<file path="src/utf8s_pkg.sv">
// Shared types for the UTF-8 sanitizer: controller states, action kinds and
// the command and status bundles between controller and datapath.
// No dependencies.
package utf8s_pkg;

   localparam int ByteWidth = 8;

   typedef enum logic [1:0] {
      ST_IDLE,
      ST_SCAN,
      ST_EMIT,
      ST_FLUSH
   } state_type;

   // What the byte at the scan position resolves to.
   typedef enum logic [1:0] {
      KIND_ASCII,
      KIND_SEQ,
      KIND_REPL,
      KIND_HOLD
   } kind_type;

   typedef struct packed {
      logic load;
      logic act;
      logic emit;
      logic adv;
      logic flush;
   } cmd_type;

   typedef struct packed {
      logic     at_end;
      kind_type kind;
      logic     last_emit;
      logic     stage_ok;
   } stat_type;

endpackage

</file>
<file path="src/utf8s_if.sv">
// Valid/ready channel interfaces for the request and response beats of the
// UTF-8 sanitizer. Depends on utf8s_pkg.
interface utf8s_req_if;
   logic                           valid;
   logic                           ready;
   logic [utf8s_pkg::ByteWidth-1:0] in_byte;
   logic                           string_end;

   modport source (output valid, output in_byte, output string_end, input ready);
   modport sink (input valid, input in_byte, input string_end, output ready);
endinterface

interface utf8s_rsp_if;
   logic                           valid;
   logic                           ready;
   logic [utf8s_pkg::ByteWidth-1:0] out_byte;
   logic                           run_last;
   logic                           output_done;

   modport source (output valid, output out_byte, output run_last, output output_done,
                   input ready);
   modport sink (input valid, input out_byte, input run_last, input output_done,
                 output ready);
endinterface

</file>
<file path="src/utf8s_ctrl.sv">
// Controller of the UTF-8 sanitizer: sequences load, scan, emit and flush.
// Depends on utf8s_pkg.
module utf8s_ctrl (
   input  logic               clock,
   input  logic               reset,
   input  logic               req_valid,
   output logic               req_ready,
   input  utf8s_pkg::stat_type stat,
   output utf8s_pkg::cmd_type  cmd
);

   utf8s_pkg::state_type state_ff, state_in;

   always_ff @(posedge clock) begin
      if (reset) begin
         state_ff <= utf8s_pkg::ST_IDLE;
      end else begin
         state_ff <= state_in;
      end
   end

   always_comb begin
      state_in  = state_ff;
      cmd       = '0;
      req_ready = 1'b0;
      case (state_ff)
         utf8s_pkg::ST_IDLE: begin
            req_ready = 1'b1;
            if (req_valid) begin
               cmd.load = 1'b1;
               state_in = utf8s_pkg::ST_SCAN;
            end
         end
         utf8s_pkg::ST_SCAN: begin
            if (stat.at_end || stat.kind == utf8s_pkg::KIND_HOLD) begin
               state_in = utf8s_pkg::ST_FLUSH;
            end else begin
               cmd.act  = 1'b1;
               state_in = utf8s_pkg::ST_EMIT;
            end
         end
         utf8s_pkg::ST_EMIT: begin
            if (stat.stage_ok) begin
               cmd.emit = 1'b1;
               if (stat.last_emit) begin
                  cmd.adv  = 1'b1;
                  state_in = utf8s_pkg::ST_SCAN;
               end
            end
         end
         utf8s_pkg::ST_FLUSH: begin
            if (stat.stage_ok) begin
               cmd.flush = 1'b1;
               state_in  = utf8s_pkg::ST_IDLE;
            end
         end
         default: begin
            state_in = utf8s_pkg::ST_IDLE;
         end
      endcase
   end

endmodule

</file>
<file path="src/utf8s_dpath.sv">
// Datapath of the UTF-8 sanitizer: byte window, scan position, classifier,
// one-byte hold stage and the response register. Depends on utf8s_pkg.
module utf8s_dpath (
   input  logic                            clock,
   input  logic                            reset,
   input  logic [utf8s_pkg::ByteWidth-1:0] in_byte,
   input  logic                            string_end,
   input  logic                            rsp_ready,
   output logic                            rsp_valid,
   output logic [utf8s_pkg::ByteWidth-1:0] out_byte,
   output logic                            run_last,
   output logic                            output_done,
   input  utf8s_pkg::cmd_type              cmd,
   output utf8s_pkg::stat_type             stat
);

   localparam logic [7:0] ChTab   = 8'h09;
   localparam logic [7:0] ChLf    = 8'h0A;
   localparam logic [7:0] ChCr    = 8'h0D;
   localparam logic [7:0] ChSpace = 8'h20;
   localparam logic [7:0] ChDel   = 8'h7F;
   localparam logic [7:0] ReplB0  = 8'hEF;
   localparam logic [7:0] ReplB1  = 8'hBF;
   localparam logic [7:0] ReplB2  = 8'hBD;

   function automatic logic [7:0] ascii_map(input logic [7:0] c);
      logic [7:0] r;
      r = c;
      if (c < ChSpace) begin
         if (!(c == ChTab || c == ChLf || c == ChCr)) r = ChSpace;
      end else if (c == ChDel) begin
         r = ChSpace;
      end
      return r;
   endfunction

   function automatic logic [2:0] seq_length(input logic [7:0] c);
      logic [2:0] r;
      r = 3'd0;
      if (c inside {[8'hC2:8'hDF]}) r = 3'd2;
      else if (c inside {[8'hE0:8'hEF]}) r = 3'd3;
      else if (c inside {[8'hF0:8'hF4]}) r = 3'd4;
      return r;
   endfunction

   function automatic logic is_cont(input logic [7:0] b);
      return (b & 8'hC0) == 8'h80;
   endfunction

   function automatic logic second_ok(input logic [7:0] lead, input logic [7:0] b);
      logic r;
      case (lead)
         8'hE0:   r = b inside {[8'hA0:8'hBF]};
         8'hED:   r = b inside {[8'h80:8'h9F]};
         8'hF0:   r = b inside {[8'h90:8'hBF]};
         8'hF4:   r = b inside {[8'h80:8'h8F]};
         default: r = is_cont(b);
      endcase
      return r;
   endfunction

   // Byte window: pending bytes followed by the newly accepted byte.
   logic [7:0] buf_ff [4];
   logic [7:0] buf_in [4];
   logic [2:0] n_ff, n_in;
   logic [2:0] pos_ff, pos_in;
   logic [1:0] pend_ff, pend_in;
   logic       end_ff, end_in;
   utf8s_pkg::kind_type kind_ff, kind_in;
   logic [2:0] len_ff, len_in;
   logic [1:0] cnt_ff, cnt_in;

   logic [7:0] stage_byte_ff, stage_byte_in;
   logic       stage_vld_ff, stage_vld_in;
   logic [7:0] out_byte_ff, out_byte_in;
   logic       out_last_ff, out_last_in;
   logic       out_done_ff, out_done_in;
   logic       out_vld_ff, out_vld_in;

   // Classifier signals.
   logic [7:0] c, b1, b2, b3, new_byte;
   logic [2:0] idx1, idx2, idx3, idx_emit, avail, len_c;
   logic       ok, out_free;
   utf8s_pkg::kind_type kind_c;

   always_comb begin
      idx1  = pos_ff + 3'd1;
      idx2  = pos_ff + 3'd2;
      idx3  = pos_ff + 3'd3;
      c     = buf_ff[pos_ff[1:0]];
      b1    = buf_ff[idx1[1:0]];
      b2    = buf_ff[idx2[1:0]];
      b3    = buf_ff[idx3[1:0]];
      avail = n_ff - pos_ff;
      len_c = seq_length(c);
      ok    = (len_c != 3'd0);
      if (ok && len_c > 3'd1 && avail > 3'd1) ok = second_ok(c, b1);
      if (ok && len_c > 3'd2 && avail > 3'd2) ok = is_cont(b2);
      if (ok && len_c > 3'd3 && avail > 3'd3) ok = is_cont(b3);
      if (c <= ChDel) kind_c = utf8s_pkg::KIND_ASCII;
      else if (ok && avail >= len_c) kind_c = utf8s_pkg::KIND_SEQ;
      else if (ok && !end_ff) kind_c = utf8s_pkg::KIND_HOLD;
      else kind_c = utf8s_pkg::KIND_REPL;
   end

   // Byte produced by the current action at emit index cnt_ff.
   always_comb begin
      idx_emit = pos_ff + {1'b0, cnt_ff};
      case (kind_ff)
         utf8s_pkg::KIND_ASCII: new_byte = ascii_map(buf_ff[pos_ff[1:0]]);
         utf8s_pkg::KIND_SEQ:   new_byte = buf_ff[idx_emit[1:0]];
         utf8s_pkg::KIND_REPL: begin
            case (cnt_ff)
               2'd0:    new_byte = ReplB0;
               2'd1:    new_byte = ReplB1;
               default: new_byte = ReplB2;
            endcase
         end
         default:               new_byte = ChSpace;
      endcase
   end

   assign out_free       = !out_vld_ff || rsp_ready;
   assign stat.at_end    = (pos_ff == n_ff);
   assign stat.kind      = kind_c;
   assign stat.last_emit = ({1'b0, cnt_ff} == len_ff - 3'd1);
   assign stat.stage_ok  = !stage_vld_ff || out_free;

   always_comb begin
      int k;
      logic [2:0] src;
      src           = 3'd0;
      buf_in        = buf_ff;
      n_in          = n_ff;
      pos_in        = pos_ff;
      pend_in       = pend_ff;
      end_in        = end_ff;
      kind_in       = kind_ff;
      len_in        = len_ff;
      cnt_in        = cnt_ff;
      stage_byte_in = stage_byte_ff;
      stage_vld_in  = stage_vld_ff;
      out_byte_in   = out_byte_ff;
      out_last_in   = out_last_ff;
      out_done_in   = out_done_ff;
      out_vld_in    = out_vld_ff && !rsp_ready;

      if (cmd.load) begin
         buf_in[pend_ff] = in_byte;
         n_in            = {1'b0, pend_ff} + 3'd1;
         pos_in          = 3'd0;
         end_in          = string_end;
      end
      if (cmd.act) begin
         kind_in = kind_c;
         cnt_in  = 2'd0;
         case (kind_c)
            utf8s_pkg::KIND_SEQ:  len_in = len_c;
            utf8s_pkg::KIND_REPL: len_in = 3'd3;
            default:              len_in = 3'd1;
         endcase
      end
      if (cmd.emit) begin
         // The held byte is not the last one of the run, since another follows.
         if (stage_vld_ff) begin
            out_byte_in = stage_byte_ff;
            out_last_in = 1'b0;
            out_done_in = 1'b0;
            out_vld_in  = 1'b1;
         end
         stage_byte_in = new_byte;
         stage_vld_in  = 1'b1;
         cnt_in        = cnt_ff + 2'd1;
      end
      if (cmd.adv) begin
         pos_in = (kind_ff == utf8s_pkg::KIND_SEQ) ? pos_ff + len_ff : pos_ff + 3'd1;
      end
      if (cmd.flush) begin
         if (stage_vld_ff) begin
            out_byte_in = stage_byte_ff;
            out_last_in = 1'b1;
            out_done_in = end_ff;
            out_vld_in  = 1'b1;
         end
         stage_vld_in = 1'b0;
         pend_in      = avail[1:0];
         for (k = 0; k < 3; k++) begin
            src             = pos_ff + 3'(k);
            buf_in[2'(k)]   = buf_ff[src[1:0]];
         end
      end
   end

   always_ff @(posedge clock) begin
      if (reset) begin
         pend_ff      <= 2'd0;
         stage_vld_ff <= 1'b0;
         out_vld_ff   <= 1'b0;
      end else begin
         pend_ff      <= pend_in;
         stage_vld_ff <= stage_vld_in;
         out_vld_ff   <= out_vld_in;
      end
   end

   always_ff @(posedge clock) begin
      buf_ff        <= buf_in;
      n_ff          <= n_in;
      pos_ff        <= pos_in;
      end_ff        <= end_in;
      kind_ff       <= kind_in;
      len_ff        <= len_in;
      cnt_ff        <= cnt_in;
      stage_byte_ff <= stage_byte_in;
      out_byte_ff   <= out_byte_in;
      out_last_ff   <= out_last_in;
      out_done_ff   <= out_done_in;
   end

   assign rsp_valid   = out_vld_ff;
   assign out_byte    = out_byte_ff;
   assign run_last    = out_last_ff;
   assign output_done = out_done_ff;

endmodule

</file>
<file path="src/utf8_sanitizer_stream_core.sv">
// Top level of the streaming UTF-8 sanitizer.
// Depends on utf8s_pkg, utf8s_if, utf8s_ctrl and utf8s_dpath.
//
// Usage: raw string bytes arrive as request beats on req_chan, one byte per
// beat, with string_end set on the last byte of a string. Sanitised bytes
// leave as response beats on rsp_chan. A request beat causes zero to twelve
// response beats; run_last marks the last response beat caused by a request
// beat, and output_done marks the final byte of the sanitised string.
// Valid UTF-8 prefixes that are still incomplete are held until the next
// request beat, so a request beat may cause no response at all.
//
// Timing: a request beat is taken in the idle state, then each action (one ASCII
// byte, one complete sequence or one replacement character) costs one scan
// state, then the emit state for its bytes. One more scan finds the window
// empty or a held prefix, and a final flush step releases the last byte and
// stores the pending bytes; only then can the block take the next beat. The
// controller walks the window one action at a time and emits one byte per
// cycle while the hold stage and the response register can take it.
//
// Reset (synchronous, active high) empties the pending bytes and the output
// valid flags. When the receiver stalls, the response register holds its beat
// and one further byte waits in a hold stage; the controller then pauses.
module utf8_sanitizer_stream_core (
   input logic        clock,
   input logic        reset,
   utf8s_req_if.sink   req_chan,
   utf8s_rsp_if.source rsp_chan
);

   // Command and status bundles between the controller and the datapath.
   utf8s_pkg::cmd_type  cmd;
   utf8s_pkg::stat_type stat;

   // The controller owns the request handshake; a beat is only taken while
   // it is idle, i.e. once every byte of the previous beat has been released.
   utf8s_ctrl u_ctrl (
      .clock     (clock),
      .reset     (reset),
      .req_valid (req_chan.valid),
      .req_ready (req_chan.ready),
      .stat      (stat),
      .cmd       (cmd)
   );

   // The datapath owns the byte window, the classifier and the response
   // register, which drives the response channel directly.
   utf8s_dpath u_dpath (
      .clock       (clock),
      .reset       (reset),
      .in_byte     (req_chan.in_byte),
      .string_end  (req_chan.string_end),
      .rsp_ready   (rsp_chan.ready),
      .rsp_valid   (rsp_chan.valid),
      .out_byte    (rsp_chan.out_byte),
      .run_last    (rsp_chan.run_last),
      .output_done (rsp_chan.output_done),
      .cmd         (cmd),
      .stat        (stat)
   );

endmodule

</file>
<file path="src/flat_wrapper.sv">
// flat-port wrapper written by rule: the top's interface ports become plain ports
module utf8_sanitizer_stream_core_flat 
  (clock, reset, req_chan_valid, req_chan_in_byte, req_chan_string_end, req_chan_ready, rsp_chan_valid, rsp_chan_out_byte, rsp_chan_run_last, rsp_chan_output_done, rsp_chan_ready);
  utf8s_req_if req_chan_i ();
  utf8s_rsp_if rsp_chan_i ();
  input logic clock;
  input logic reset;
  input wire logic [$bits(req_chan_i.valid)-1:0] req_chan_valid;
  input wire logic [$bits(req_chan_i.in_byte)-1:0] req_chan_in_byte;
  input wire logic [$bits(req_chan_i.string_end)-1:0] req_chan_string_end;
  output wire logic [$bits(req_chan_i.ready)-1:0] req_chan_ready;
  output wire logic [$bits(rsp_chan_i.valid)-1:0] rsp_chan_valid;
  output wire logic [$bits(rsp_chan_i.out_byte)-1:0] rsp_chan_out_byte;
  output wire logic [$bits(rsp_chan_i.run_last)-1:0] rsp_chan_run_last;
  output wire logic [$bits(rsp_chan_i.output_done)-1:0] rsp_chan_output_done;
  input wire logic [$bits(rsp_chan_i.ready)-1:0] rsp_chan_ready;
  assign req_chan_i.valid = req_chan_valid;
  assign req_chan_i.in_byte = req_chan_in_byte;
  assign req_chan_i.string_end = req_chan_string_end;
  assign req_chan_ready = req_chan_i.ready;
  assign rsp_chan_valid = rsp_chan_i.valid;
  assign rsp_chan_out_byte = rsp_chan_i.out_byte;
  assign rsp_chan_run_last = rsp_chan_i.run_last;
  assign rsp_chan_output_done = rsp_chan_i.output_done;
  assign rsp_chan_i.ready = rsp_chan_ready;
  utf8_sanitizer_stream_core u_core (.clock(clock), .reset(reset), .req_chan(req_chan_i), .rsp_chan(rsp_chan_i));
endmodule
</file>
<file path="config.mk">
export PLATFORM = sky130hd
export DESIGN_NAME = utf8_sanitizer_stream_core_flat
export DESIGN_NICKNAME = d
export VERILOG_FILES = /design/src/utf8s_pkg.sv /design/src/utf8s_if.sv /design/src/utf8s_ctrl.sv /design/src/utf8s_dpath.sv /design/src/utf8_sanitizer_stream_core.sv /design/src/flat_wrapper.sv
export SDC_FILE = /design/constraint.sdc
export NUM_CORES = 1
export LEC_CHECK = 0
export ABC_AREA = 1
export BUFFER_PORTS_ARGS = -buffer_cell sky130_fd_sc_hd__buf_2
export CORE_MARGIN = 2
export CORE_UTILIZATION = 62
export CTS_CLUSTER_SIZE = 30
export DETAILED_ROUTE_END_ITERATION = 10
export GPL_TIMING_DRIVEN = 0
export HOLD_SLACK_MARGIN = 0.15
export PLACE_DENSITY = 0.88
export RECOVER_POWER = 100
export SYNTH_ARGS = -nofsm -noshare
export SYNTH_HDL_FRONTEND = slang
export SYNTH_SLANG_ARGS = --single-unit
export TNS_END_PERCENT = 100
</file>
<file path="constraint.sdc">
create_clock -name clock -period 3.1 [get_ports clock]
set_input_delay 0 -clock clock [delete_from_list [all_inputs] [get_ports clock]]
set_output_delay 0 -clock clock [all_outputs]
set_load 0.03 [all_outputs]
</file>
Word-level counts from Yosys, hierarchy flattened
Index checks and enable logic that the tools add are counted.
Word-level totals
  register bits: 70
  bits in latches: 0
  memory bits (writable): 0
  ROM bits: 0
  input port bits: 13
  output and inout bits: 12
  logic and storage cells: 195
  memories: 0
Cells by class
  add/sub/neg operators: 9
  multipliers: 0
  divide/modulo/power cells: 0
  magnitude comparators: 28
  equal/unequal tests: 26
  shift-type cells: 0
  multiplexer cells: 73
  bitwise logic cells: 6
  reductions and logical operators: 35
Operators with widths (count)
  two-way mux 8 bit: 18
  binary-select mux 8 bit (select 2 bit): 5
  greater-or-equal comparator 8 bit, second input constant: 6
  less-or-equal comparator 8 bit, second input constant: 6
  bitwise mux 32 bit: 1
  equality test 8 bit, second input constant: 4
  two-way mux 32 bit: 1
  two-way mux 1 bit: 25
  equality test 8 x 4 -> 1 bit, second input constant: 3
  one-hot mux 8 bit (3 select lines): 1
  two-way mux 2 bit: 10
  greater-or-equal comparator 3 bit, second input constant: 6
  two-way mux 3 bit: 6
  inverter 2 -> 3 bit: 6
  logical AND 1 bit: 17
  demux 8 bit (select 2 bit): 1
  equality test 2 bit, second input constant: 8
  two-way mux 16 bit: 1
  one-hot mux 7 bit (2 select lines): 1
  > comparator 3 x 2 -> 1 bit, second input constant: 4
  equality test 2 x 1 -> 1 bit, second input constant: 4
  equality test 8 x 7 -> 1 bit, second input constant: 1
  less-or-equal comparator 8 x 7 -> 1 bit, second input constant: 1
  less-than comparator 8 x 6 -> 1 bit, second input constant: 1
  other kinds (25): 40

Depth between registers and ports, before layout
Gate-level depths: netlist of the first run.
  word-level depth: 29
  mapped depth: 21
  gate-level depth less buffers: 19

Modules after synthesis
Synthesis of the first run repeated with hierarchy kept, for this count alone.
Unflattened totals
  cell total of the unflattened synthesis: 557
  area total of the unflattened synthesis: 4469.3 um^2
Modules (own cells, without submodules)
  utf8s_dpath: instances 1, cells each 524, area an instance 4299.1 um^2
  utf8s_ctrl: instances 1, cells each 33, area an instance 170.2 um^2

Worst setup path after synthesis of the first run
Ideal clock, no wire load.
  path kind: reg-to-reg
  from: reg u_core.u_dpath.pos_ff[0]
  to: reg u_core.u_dpath.kind_ff[0] (data pin)
  library setup time: 0.255 ns
  data arrival time: 2.464 ns
  data required time: 2.845 ns
  slack: 0.381 ns
  stages on the path, launching flop included: 22
  cells stage by stage: edfxtp_1 > buf_6 > inv_6 > buf_6 > nand2_2 > nand2_1 > nand2_1 > nand2_2 > nand2_1 > nor2_2 > nand2_1 > nand2_1 > inv_1 > ha_1 > a21oi_1 > o21ai_0 > a31oi_1 > inv_1 > nand3_2 > inv_2 > a31oi_1 > inv_1
RTL lines
  start, declared: RTL line utf8s_dpath.sv:66  | logic [2:0] pos_ff, pos_in;
  start signal, assigned: RTL line utf8s_dpath.sv:209  | pos_ff <= pos_in;
  end signal, assigned: RTL line utf8s_dpath.sv:211  | kind_ff <= kind_in;
  end, declared: RTL line utf8s_dpath.sv:69  | utf8s_pkg::kind_type kind_ff, kind_in;

==> results.md, run 1 <==
- The worst setup path is launched from a register.
- The count of placed standard cells in the final layout, fillers left out is roughly 700.
- The count of nets left with antenna violations after detail routing is 0.
- From synthesis to final layout, the design area changed by 15.2%.
- The post-synthesis area per instance is between 8 and 9 um2.
- The longest clock path from root to sink contains 2 buffers.
- The placed wire-length estimate is 9040 um.
- The die covers about 8000 um2.
- The first global-routing pass estimated 18500 um of wire.
- The parity-gate share of the synthesized area counting xor and xnor cells is 0.0155.
- The max-slew violation total from the final report was 0.
- The most used cell along the critical path is sky130_fd_sc_hd__inv_2.
- Dividing the final minimum period by the clock period gives 0.978.
- The total grt overflow is 0.
- The run finished with clean final reports.
- The critical-path maximum fanout is 12.
- Yosys mapped a number of flops with a built-in enable equal to 64.
- Setup violations remaining at the end of the flow were counted as 0.
- Dividing the detail-routed wire length by the instance count gives between 15 and 20 um.
- The I/O pin count is 25.
- The die width is ~89 um.
- The smallest hold slack is 0.364 ns.
- Setup repair after global routing left no endpoint under its margin.
- The initial utilization of the core area, before any placement, comes to 0.633.
- The final count of hold timing violations is 0.
- The path depth of the worst reg2reg path is 18.
- In the routed layout, each cell is associated on average with a via count of between 5 and 6.
- The data required time at the worst endpoint is 3.21 ns.
- Traced cell by cell, the critical path runs through inv_2 > buf_6 > nand3_2 > nand2_1 > nand2_1 > nor2_4 > nand2_2 > nand2_2 > inv_2 > ha_4 > a21oi_1 > o21ai_0 > a31oi_1 > inv_1 > nand3_2 > inv_2 > a31oi_1 > inv_1.
- Of the cells placed in the final design, the portion with a size suffix greater than 1 is 0.131.
- By startpoint and endpoint, the worst setup path is classified as register to register.
- For the pin with the worst max-slew slack, the measured transition is 0.787 ns.
- In the routed design, unresolved DRC markers number 0.
- Yosys printed 0 warnings.
- The final layout net count is ~640.
- The analysis attributes to cell leakage a power of around 2.2 nW.
- The count of H-tree levels built during CTS is 3.
- The via count of the first global-routing pass came to 3777.
- The synthesized instance count is roughly 550.
- The commonest non-fill, non-tap cell in the layout is sky130_fd_sc_hd__nand2_1.
- After clock tree synthesis, the clock-pin slew on the worst setup and hold paths is 0.08 ns.
- The setup TNS is 0 ns.
- The cell area after synthesis is 4520 um2.
- The detailed router finished its first iteration with between 400 and 500 violations.
- In this run the critical register-to-register path is captured at u_core.u_dpath.kind_ff[0]$_DFFE_PP_.
- Among all flip-flop cells after synthesis, the most frequent one is sky130_fd_sc_hd__edfxtp_1.
- The multi-input gate area in the final layout is around 2100 um2.
- The adder-cell share of the synthesized area is 0.0532.
- The CTS sink count is 70.
- The layout filler cell count is between 500 and 600.
- The worst slack at placement is -0.126 ns.
- The routed design could run at a clock period as short as 3.03 ns.
- The height of the die is 89.3 um.
- The setup slack of the critical path after layout is about 0.069 ns.
- The total global-route track usage is 0.314.
- The top cell types in the final layout, fill and taps aside, are sky130_fd_sc_hd__nand2_1 (138), sky130_fd_sc_hd__inv_1 (74), sky130_fd_sc_hd__edfxtp_1 (64), sky130_fd_sc_hd__nor2_1 (39).
- For the worst-skew pair, the clock arrives at the later sink with an insertion delay of 0.36 ns.
- In this run the critical register-to-register path is launched from u_core.u_dpath.pos_ff[1]$_SDFFCE_PN0P_.
- Detailed routing inserted a total of about 4100 vias.
- The area taken by flip-flops and latches is slightly above 2000 um2.
- The first-pass iteration count of the detailed router is 6.
- For this run, the register share of the synthesized area comes to 0.452.
- The diode insertion count for antenna repair is 0.
- Of the total synthesized cell area, the portion taken by AND, OR, NAND and NOR gates is 0.242.
- The fraction of the mapped netlist area in compound gates is 0.141.
- When the netlist entered floorplanning its net count stood at 579.
- The floorplan has 31 rows.
- The core region area is about 7100 um2.
- The share of synthesized registers carrying an async set or reset is 0.
- In this run the worst setup path terminates at u_core.u_dpath.kind_ff[0]$_DFFE_PP_.
- On the worst path, the slowest cell contributes a delay of 0.50 ns.
- The synthesized design contains 70 register bits.
- The worst slew margin relative to its limit is 0.472.
- Derived from the worst setup path, the maximum achievable clock frequency is approximately 0.33 GHz.
- Across the VDD grid, the largest voltage drop is 313 uV.
- The data arrival time of the worst path is ~3.1 ns.
- The total clock buffers created by CTS is 9.
- The tree is rooted in a sky130_fd_sc_hd__clkbuf_8.
- The slowest cell on the critical path is sky130_fd_sc_hd__edfxtp_1.
- The TritonCTS clock tree is built.
- The total wirelength of the detailed-routed design is roughly 12000 um.
- The number of instances in the placed design is approximately 670.
- The dominant combinational cell family by area after synthesis is simple AND/OR/NAND/NOR gates.
- In this run the power density over the cells is slightly above 500 nW/um2.
- The min-delay analysis places its worst path in the category input port to register.
- The endpoint class of the critical path is a register.
- The final clock skew is ~0.016 ns.
- The tool flagged a number of max-cap violations equal to 0.
- The pin count of the biggest net entering global routing is 15.
- Port buffering added 24 buffers.
- For flop-to-flop paths, the worst setup slack is 0.07 ns.
- The initial antenna violation count came to 0.
- The final estimated routing congestion in global placement is approximately 0.94.
- The portion of synthesized area spent on multiplexers is 0.
- The number of different library cells used by synthesis comes to 43.
- The worst setup path startpoint is u_core.u_dpath.pos_ff[1]$_SDFFCE_PN0P_.
[layer usage]
| metal | global-route usage | vias to the layer above | part of all wire |
|---|---|---|---|
| met5 | 0 | - | 0 |
| met4 | 0.144 | 0 | 0.033 |
| met3 | 0.0536 | 39 | 0.088 |
| met2 | 0.524 | 239 | 0.48 |
| met1 | 0.401 | 1902 | 0.40 |
| li1 | - | 1965 | - |
[per-stage QoR]
step / cell area, um2 / util / power, W
after floorplan: 4520 / - / 0.00164
after global placement: 4760 / 0.667 / 0.00179
after detailed placement: 4760 / 0.667 / 0.00182
after CTS: 5100 / 0.715 / 0.00259
after global routing: 5200 / 0.729 / 0.00277
final: 5200 / 0.729 / 0.00266
[critical path, delay by kind of cell, from the launching register on]
| family | cells | cell delay [ns] |
|---|---|---|
| adders and majority gates | 1 | 0.24 |
| DFF | 1 | 0.50 |
| buffers and inverters | 6 | 0.65 |
| and+or+nand+nor | 7 | 0.78 |
| AOI/OAI and AO/OA | 4 | 0.65 |
[power by group]
group / leakage, nW / internal [W] / switching (W)
Combinational: 1.45 / 0.000245 / 0.000493
Clock: 0.0964 / 0.000380 / 0.000393
Sequential: 0.645 / 0.00110 / 0.0000448
[cells in the mapped netlist, types with 2 or more instances]
| library cell | count | area (um2) |
|---|---|---|
| sky130_fd_sc_hd__dfxtp_1 | 6 | 120 |
| sky130_fd_sc_hd__o32ai_1 | 11 | 96.3 |
| sky130_fd_sc_hd__a21oi_1 | 27 | 135 |
| sky130_fd_sc_hd__xor2_1 | 6 | 52.6 |
| sky130_fd_sc_hd__nor2_1 | 41 | 154 |
| sky130_fd_sc_hd__edfxtp_1 | 64 | 1920 |
| sky130_fd_sc_hd__a32o_1 | 3 | 30.0 |
| sky130_fd_sc_hd__nand2_2 | 11 | 68.8 |
| sky130_fd_sc_hd__buf_6 | 4 | 45.0 |
| sky130_fd_sc_hd__nand3_1 | 33 | 165 |
| sky130_fd_sc_hd__o21ai_1 | 4 | 20.0 |
| sky130_fd_sc_hd__nand2_1 | 144 | 541 |
| sky130_fd_sc_hd__nand3_2 | 6 | 60.1 |
| sky130_fd_sc_hd__o22ai_1 | 2 | 12.5 |
| sky130_fd_sc_hd__a211oi_1 | 4 | 30.0 |
| sky130_fd_sc_hd__xnor2_1 | 2 | 17.5 |
| sky130_fd_sc_hd__clkbuf_1 | 7 | 26.3 |
| sky130_fd_sc_hd__a31oi_1 | 3 | 18.8 |
| sky130_fd_sc_hd__buf_4 | 6 | 45.0 |
| sky130_fd_sc_hd__o31ai_1 | 3 | 22.5 |
| sky130_fd_sc_hd__inv_2 | 4 | 15.0 |
| sky130_fd_sc_hd__o21ai_0 | 35 | 175 |
| sky130_fd_sc_hd__fa_1 | 2 | 40.0 |
| sky130_fd_sc_hd__inv_1 | 75 | 282 |
| sky130_fd_sc_hd__o221ai_1 | 3 | 26.3 |
| sky130_fd_sc_hd__nand4_1 | 6 | 37.5 |
| sky130_fd_sc_hd__ha_1 | 16 | 200 |
| sky130_fd_sc_hd__o211ai_1 | 5 | 37.5 |
[worst min-delay path by stage]
stage          cells after the start                 from                                     end  slack [ns]
2_1_floorplan                      1                reset  u_core.u_ctrl.state_ff[0]$_SDFFE_PP0P_        0.06
3_3_place_gp                       1  req_chan_string_end         u_core.u_dpath.end_ff$_DFFE_PP_        0.18
3_5_place_dp                       1  req_chan_string_end         u_core.u_dpath.end_ff$_DFFE_PP_        0.18
4_1_cts                            3       req_chan_valid     u_core.u_dpath.buf_ff[31]$_DFFE_PP_        0.34
5_1_grt                            3       req_chan_valid     u_core.u_dpath.buf_ff[31]$_DFFE_PP_        0.36
6_report                           3       req_chan_valid     u_core.u_dpath.buf_ff[23]$_DFFE_PP_        0.36
[layout make-up]
class / instances / share of cell area
Multi-Input combinational cell: 379 / 0.406
Sequential cell: 70 / 0.393
Inverter: 81 / 0.0601
Timing Repair Buffer: 45 / 0.0539
Buffer: 18 / 0.0248
Clock buffer: 9 / 0.0238
Tap cell: 99 / 0.0238
Clock inverter: 7 / 0.0154
[cells by family (layout without fill, tap and decap cells)]
| group | Yosys count | after routing |
|---|---|---|
| fa+ha+maj | 18 | 18 |
| buf+inv | 99 | 160 |
| compound gates | 104 | 104 |
| flops | 70 | 70 |
| xor+xnor | 8 | 8 |
| simple gates | 249 | 249 |
[what timing repair did]
action,CTS,global route
hold endpoints to repair,39,0
cloned,0,0
buffers inserted,3,7
resized for setup,2,19
endpoints found under the setup margin,8,28
hold buffers,11,0
pin swaps,0,6
Note: power is estimated with default switching activity, not from simulation.
==> run 2, diff against run 1 <==
--- a/config.mk
+++ b/config.mk
@@ -17,5 +17,6 @@
 export RECOVER_POWER = 100
 export SYNTH_ARGS = -nofsm -noshare
 export SYNTH_HDL_FRONTEND = slang
+export SYNTH_HIERARCHICAL = 1
 export SYNTH_SLANG_ARGS = --single-unit
 export TNS_END_PERCENT = 100
==> run 2 against run 1 <==
Via count is 11% higher. Synthesized cell count is 1.6% higher. Largest cell class unchanged. Count of clock-buffer cells in the layout is 2 higher. The flow now finishes with violations (setup timing). Clock skew is 0.0081 ns lower. Flip-flop and latch count stayed put. Non-clock buffer count is 37 higher.
==> results.md, run 2 <==
- The flow ran to the end, but the final reports show violations.
- The final reports fail on setup timing.
- The total global-route track usage is 0.376 (+0.0614).
- The highest ir drop seen on vdd is 509 uV (+63%).
- The proportion of layout cells with a drive suffix above 1 is 0.244 (+0.112).
- The slowest cell on the critical path is sky130_fd_sc_hd__edfxtp_1.
- The share of synthesized registers carrying an async set or reset is 0 (unchanged).
- The count of yosys warnings during synthesis is 6 (+6).
- The total grt overflow came to 0 (unchanged).
- The data arrival time of the worst path is 3.54 ns (+0.40 ns).
- Leaving out fill and tap cells, the most frequent cell in the layout is sky130_fd_sc_hd__nand2_1.
- The final clock skew is 0.00840 ns (-0.00805 ns).
- The worst slack at placement is -0.686 ns (-0.560 ns).
- The number of enable-type register cells in the synthesized netlist is 56 (-13%).
- The TritonCTS clock tree is built.
- The setup slack of the critical path after layout is -0.335 ns (-0.403 ns).
- The critical-path maximum fanout came to 7 (-5).
- The maximum single-stage delay on the critical path is 0.42 ns (-0.08 ns).
- Walking the worst path, the cells encountered are buf_6 > inv_8 > buf_4 > nand2_2 > nand3_1 > nand2_2 > nand2_4 > nor3_4 > buf_6 > buf_4 > buf_4 > buf_4 > buf_4 > buf_4 > nor2_2 > a21oi_2 > o211ai_1 > buf_4 > ha_4 > a211o_1.
- The register with the most flip-flops in the final layout is u_core/u_dpath/buf_ff.
- The count of nets left with antenna violations after detail routing is 0 (unchanged).
- The total clock buffers created by CTS is 9 (unchanged).
- The per-cell via count in the routed design is 6.12 (+4.5%).
- The number of buffers added on ports is 24 (unchanged).
- The core region area came to 6870 um2 (-3.8%).
- The number of storage elements in the synthesis netlist is 70 (unchanged).
- The CTS sink count is 70 (unchanged).
- The post-synthesis cell type count is 40 (-7.0%).
- The pin count of the biggest net entering global routing is 13 (-2).
- The power per unit of standard cell area is 951 nW/um2 (+86%).
- The I/O pin count was 25 (unchanged).
- The portion of the post-synthesis area used by sequential elements is 0.439 (-0.0132).
- The clock insertion delay at the later pin of the skew report is 0.36 ns (about the same).
- The leakage power is 2.56 nW (+17%).
- The critical setup path kind is register to register.
- The height of the die is 88.9 um (-0.49%).
- The minimum clock period after layout is 3.43 ns (+0.403 ns).
- The post-detailed-route wirelength per cell came to 19.6 um (+14%).
- The buffer levels on the longest clock path is 2 (unchanged).
- The worst slew margin relative to its limit came to 0.388 (-0.0837).
- The cell family contributing the most delay on the critical path is buffers and inverters.
- The post-layout instance area is 5700 um2 (+9.5%).
- The violation count after the first detailed-route iteration is 593 (+23%).
- The first-pass iteration count of the detailed router was 5 (-1).
- The total number of vias came to 4609 (+11%).
- The final estimated routing congestion in global placement came to 0.957 (+1.4%).
- In this run the clock root is driven by a sky130_fd_sc_hd__clkbuf_8.
- The transition at the pin with the smallest max-transition slack came to 0.914 ns (+0.127 ns).
- The element type at the critical path start is a register.
- The maximum clock frequency came to 0.291 GHz (-12%).
- The synthesized instance count came to 557 (+1.6%).
- The most used cell along the critical path is sky130_fd_sc_hd__buf_4.
- The cell area reported after detailed placement is 4720 um2 (-0.81%).
- The max-slew violation total from the final report is 0 (unchanged).
- The post-synthesis area per instance came to 8.02 um2 (-2.6%).
- By count the netlist is led by sky130_fd_sc_hd__nand2_1 (158), sky130_fd_sc_hd__inv_1 (70), sky130_fd_sc_hd__edfxtp_1 (56).
- The synthesized net count was 590 (+1.9%).
- The die width came to 88.9 um (-0.49%).
- The starting density of the core is 0.651 (+0.0179).
- The prevailing post-synth register cell is sky130_fd_sc_hd__edfxtp_1.
- The setup TNS is -3.05 ns (-3.05 ns).
- In the layout the commonest cells are sky130_fd_sc_hd__nand2_1 (138), sky130_fd_sc_hd__inv_1 (70), sky130_fd_sc_hd__edfxtp_1 (56), sky130_fd_sc_hd__buf_4 (47), sky130_fd_sc_hd__nor2_1 (32).
- The data required time at the worst endpoint is 3.20 ns (about the same).
- The worst hold path belongs to the class input port to register.
- The final count of hold timing violations is 0 (unchanged).
- The die footprint is 7900 um2 (-0.97%).
- The placed wire-length estimate is 9070 um (+0.31%).
- The final layout net count is 685 (+7.9%).
- By area the synthesized netlist is led by sky130_fd_sc_hd__edfxtp_1 (38%), sky130_fd_sc_hd__nand2_1 (13%), sky130_fd_sc_hd__dfxtp_1 (6.3%), sky130_fd_sc_hd__inv_1 (5.9%), sky130_fd_sc_hd__ha_1 (5.0%).
- The register with the most flip-flops in the layout has 32 of them.
- The layout filler cell count is 439 (-23%).
- The cell area after synthesis is 4470 um2 (-1.0%).
- The number of standard-cell rows in the floorplan came to 30 (-3.2%).
- Setup repair after global routing could not meet its margin everywhere.
- The number of max-cap violations was 0 (unchanged).
- The total wirelength of the detailed-routed design is 14700 um (+21%).
- The share of the clock period used by the worst path is 1.11 (+0.130).
- The diode insertion count for antenna repair came to 0 (unchanged).
- Of all cell types, the one taking the most synthesized area is sky130_fd_sc_hd__edfxtp_1.
- sky130_fd_sc_hd__nand2_1 is the most common cell in the netlist.
- The clock transition at the registers of the reported paths is 0.08 ns (about the same).
- The count of H-tree levels built during CTS is 3 (unchanged).
- The buffers plus inverters on the worst setup path is 10 (+4).
- The endpoint class of the critical path is a register.
- The overall power after layout is 0.00542 W (+100%).
- The final number of setup-violating endpoints was 11 (+11).
- The global-route wire length before repair is 21700 um (+17%).
- The portion of synthesized cell area occupied by the leading cell type is 0.376 (-0.0493).
- The end-of-flow core utilization came to 0.829 (+0.101).
- The via count of the first global-routing pass is 4330 (+15%).
- The post-route DRC violation count is 0 (unchanged).
- The area added between synthesis and finish is 27.5%.
- The initial antenna violation count came to 0 (unchanged).
-- run 2: cell families (layout without fill, tap and decap cells) --
| kind of cell | count (synthesis) | count (layout) | synth area share |
|---|---|---|---|
| and+or+nand+nor | 273 | 273 | 0.273 |
| AOI/OAI and AO/OA | 94 | 94 | 0.124 |
| buffers and inverters | 92 | 192 | 0.0896 |
| DFF | 70 | 70 | 0.439 |
| adders and majority gates | 20 | 20 | 0.0594 |
| xor gates and xnor gates | 8 | 8 | 0.0157 |
-- run 2: worst reg2reg max path: stages, from the launching register on --
cell                       delay (ns)
sky130_fd_sc_hd__edfxtp_1        0.42
sky130_fd_sc_hd__buf_6           0.17
sky130_fd_sc_hd__inv_8           0.06
sky130_fd_sc_hd__buf_4           0.14
sky130_fd_sc_hd__nand2_2         0.08
sky130_fd_sc_hd__nand3_1         0.09
sky130_fd_sc_hd__nand2_2         0.13
sky130_fd_sc_hd__nand2_4         0.09
sky130_fd_sc_hd__nor3_4          0.30
sky130_fd_sc_hd__buf_6           0.15
sky130_fd_sc_hd__buf_4           0.09
sky130_fd_sc_hd__buf_4           0.09
sky130_fd_sc_hd__buf_4           0.09
sky130_fd_sc_hd__buf_4           0.10
sky130_fd_sc_hd__buf_4           0.12
sky130_fd_sc_hd__nor2_2          0.04
sky130_fd_sc_hd__a21oi_2         0.17
sky130_fd_sc_hd__o211ai_1        0.18
sky130_fd_sc_hd__buf_4           0.19
sky130_fd_sc_hd__ha_4            0.24
sky130_fd_sc_hd__a211o_1         0.24
-- run 2: final timing paths --
path / startpoint / end / slack [ns] / cells past startpoint
min: rsp_chan_ready / u_core/u_ctrl/state_ff[1]$_SDFFE_PP0P_ / 0.31 / 8
max: u_core/u_dpath/pos_ff[0]$_SDFFCE_PN0P_ / u_core/u_dpath/len_ff[0]$_SDFFCE_PN1P_ / -0.33 / 20
min reg2reg: u_core/u_dpath/out_byte[6]$_DFF_P_ / u_core/u_dpath/out_byte[6]$_DFF_P_ / 0.45 / 2
max reg2reg: u_core/u_dpath/pos_ff[0]$_SDFFCE_PN0P_ / u_core/u_dpath/len_ff[0]$_SDFFCE_PN1P_ / -0.33 / 20
-- run 2: final cells by class --
| class | count | area, um2 | share of cell area |
|---|---|---|---|
| well taps | 96 | 120 | 0.0211 |
| multi-input cells | 395 | 2360 | 0.415 |
| clock buffers | 11 | 151 | 0.0266 |
| plain buffers | 16 | 144 | 0.0253 |
| repair buffers | 84 | 607 | 0.107 |
| flip-flops and latches | 70 | 1960 | 0.344 |
| clock inverters | 5 | 55.1 | 0.00966 |
| inverters | 76 | 293 | 0.0514 |
-- run 2: metrics by stage --
step,hold slack [ns],std cells
CTS,0.260,746
finish,0.310,753
detailed placement,0.190,677
global route,0.374,753
floorplan,0.0724,557
global placement,0.190,677
-- run 2: report_power, final --
part	internal (W)	switching (W)	leakage [nW]
clock network	0.000415	0.000361	0.106
registers	0.00132	0.000166	0.638
logic	0.00114	0.00201	1.82
total	0.00288	0.00254	2.56
-- run 2: per-layer routing --
| metal | up-vias | share of wire | global-route usage |
|---|---|---|---|
| met4 | 0 | 0.058 | 0.139 |
| met2 | 348 | 0.47 | 0.645 |
| li1 | 2037 | - | - |
| met1 | 2120 | 0.36 | 0.463 |
| met5 | - | 0 | 0 |
| met3 | 104 | 0.12 | 0.0868 |
-- run 2: what timing repair did --
| action | in CTS | in global routing |
|---|---|---|
| hold endpoints to repair | 39 | 0 |
| hold buffers | 12 | 0 |
| buffers inserted | 40 | 7 |
| endpoints found under the setup margin | 27 | 27 |
| resized for setup | 42 | 33 |
| gates cloned | 1 | 0 |
| pin swaps | 25 | 21 |
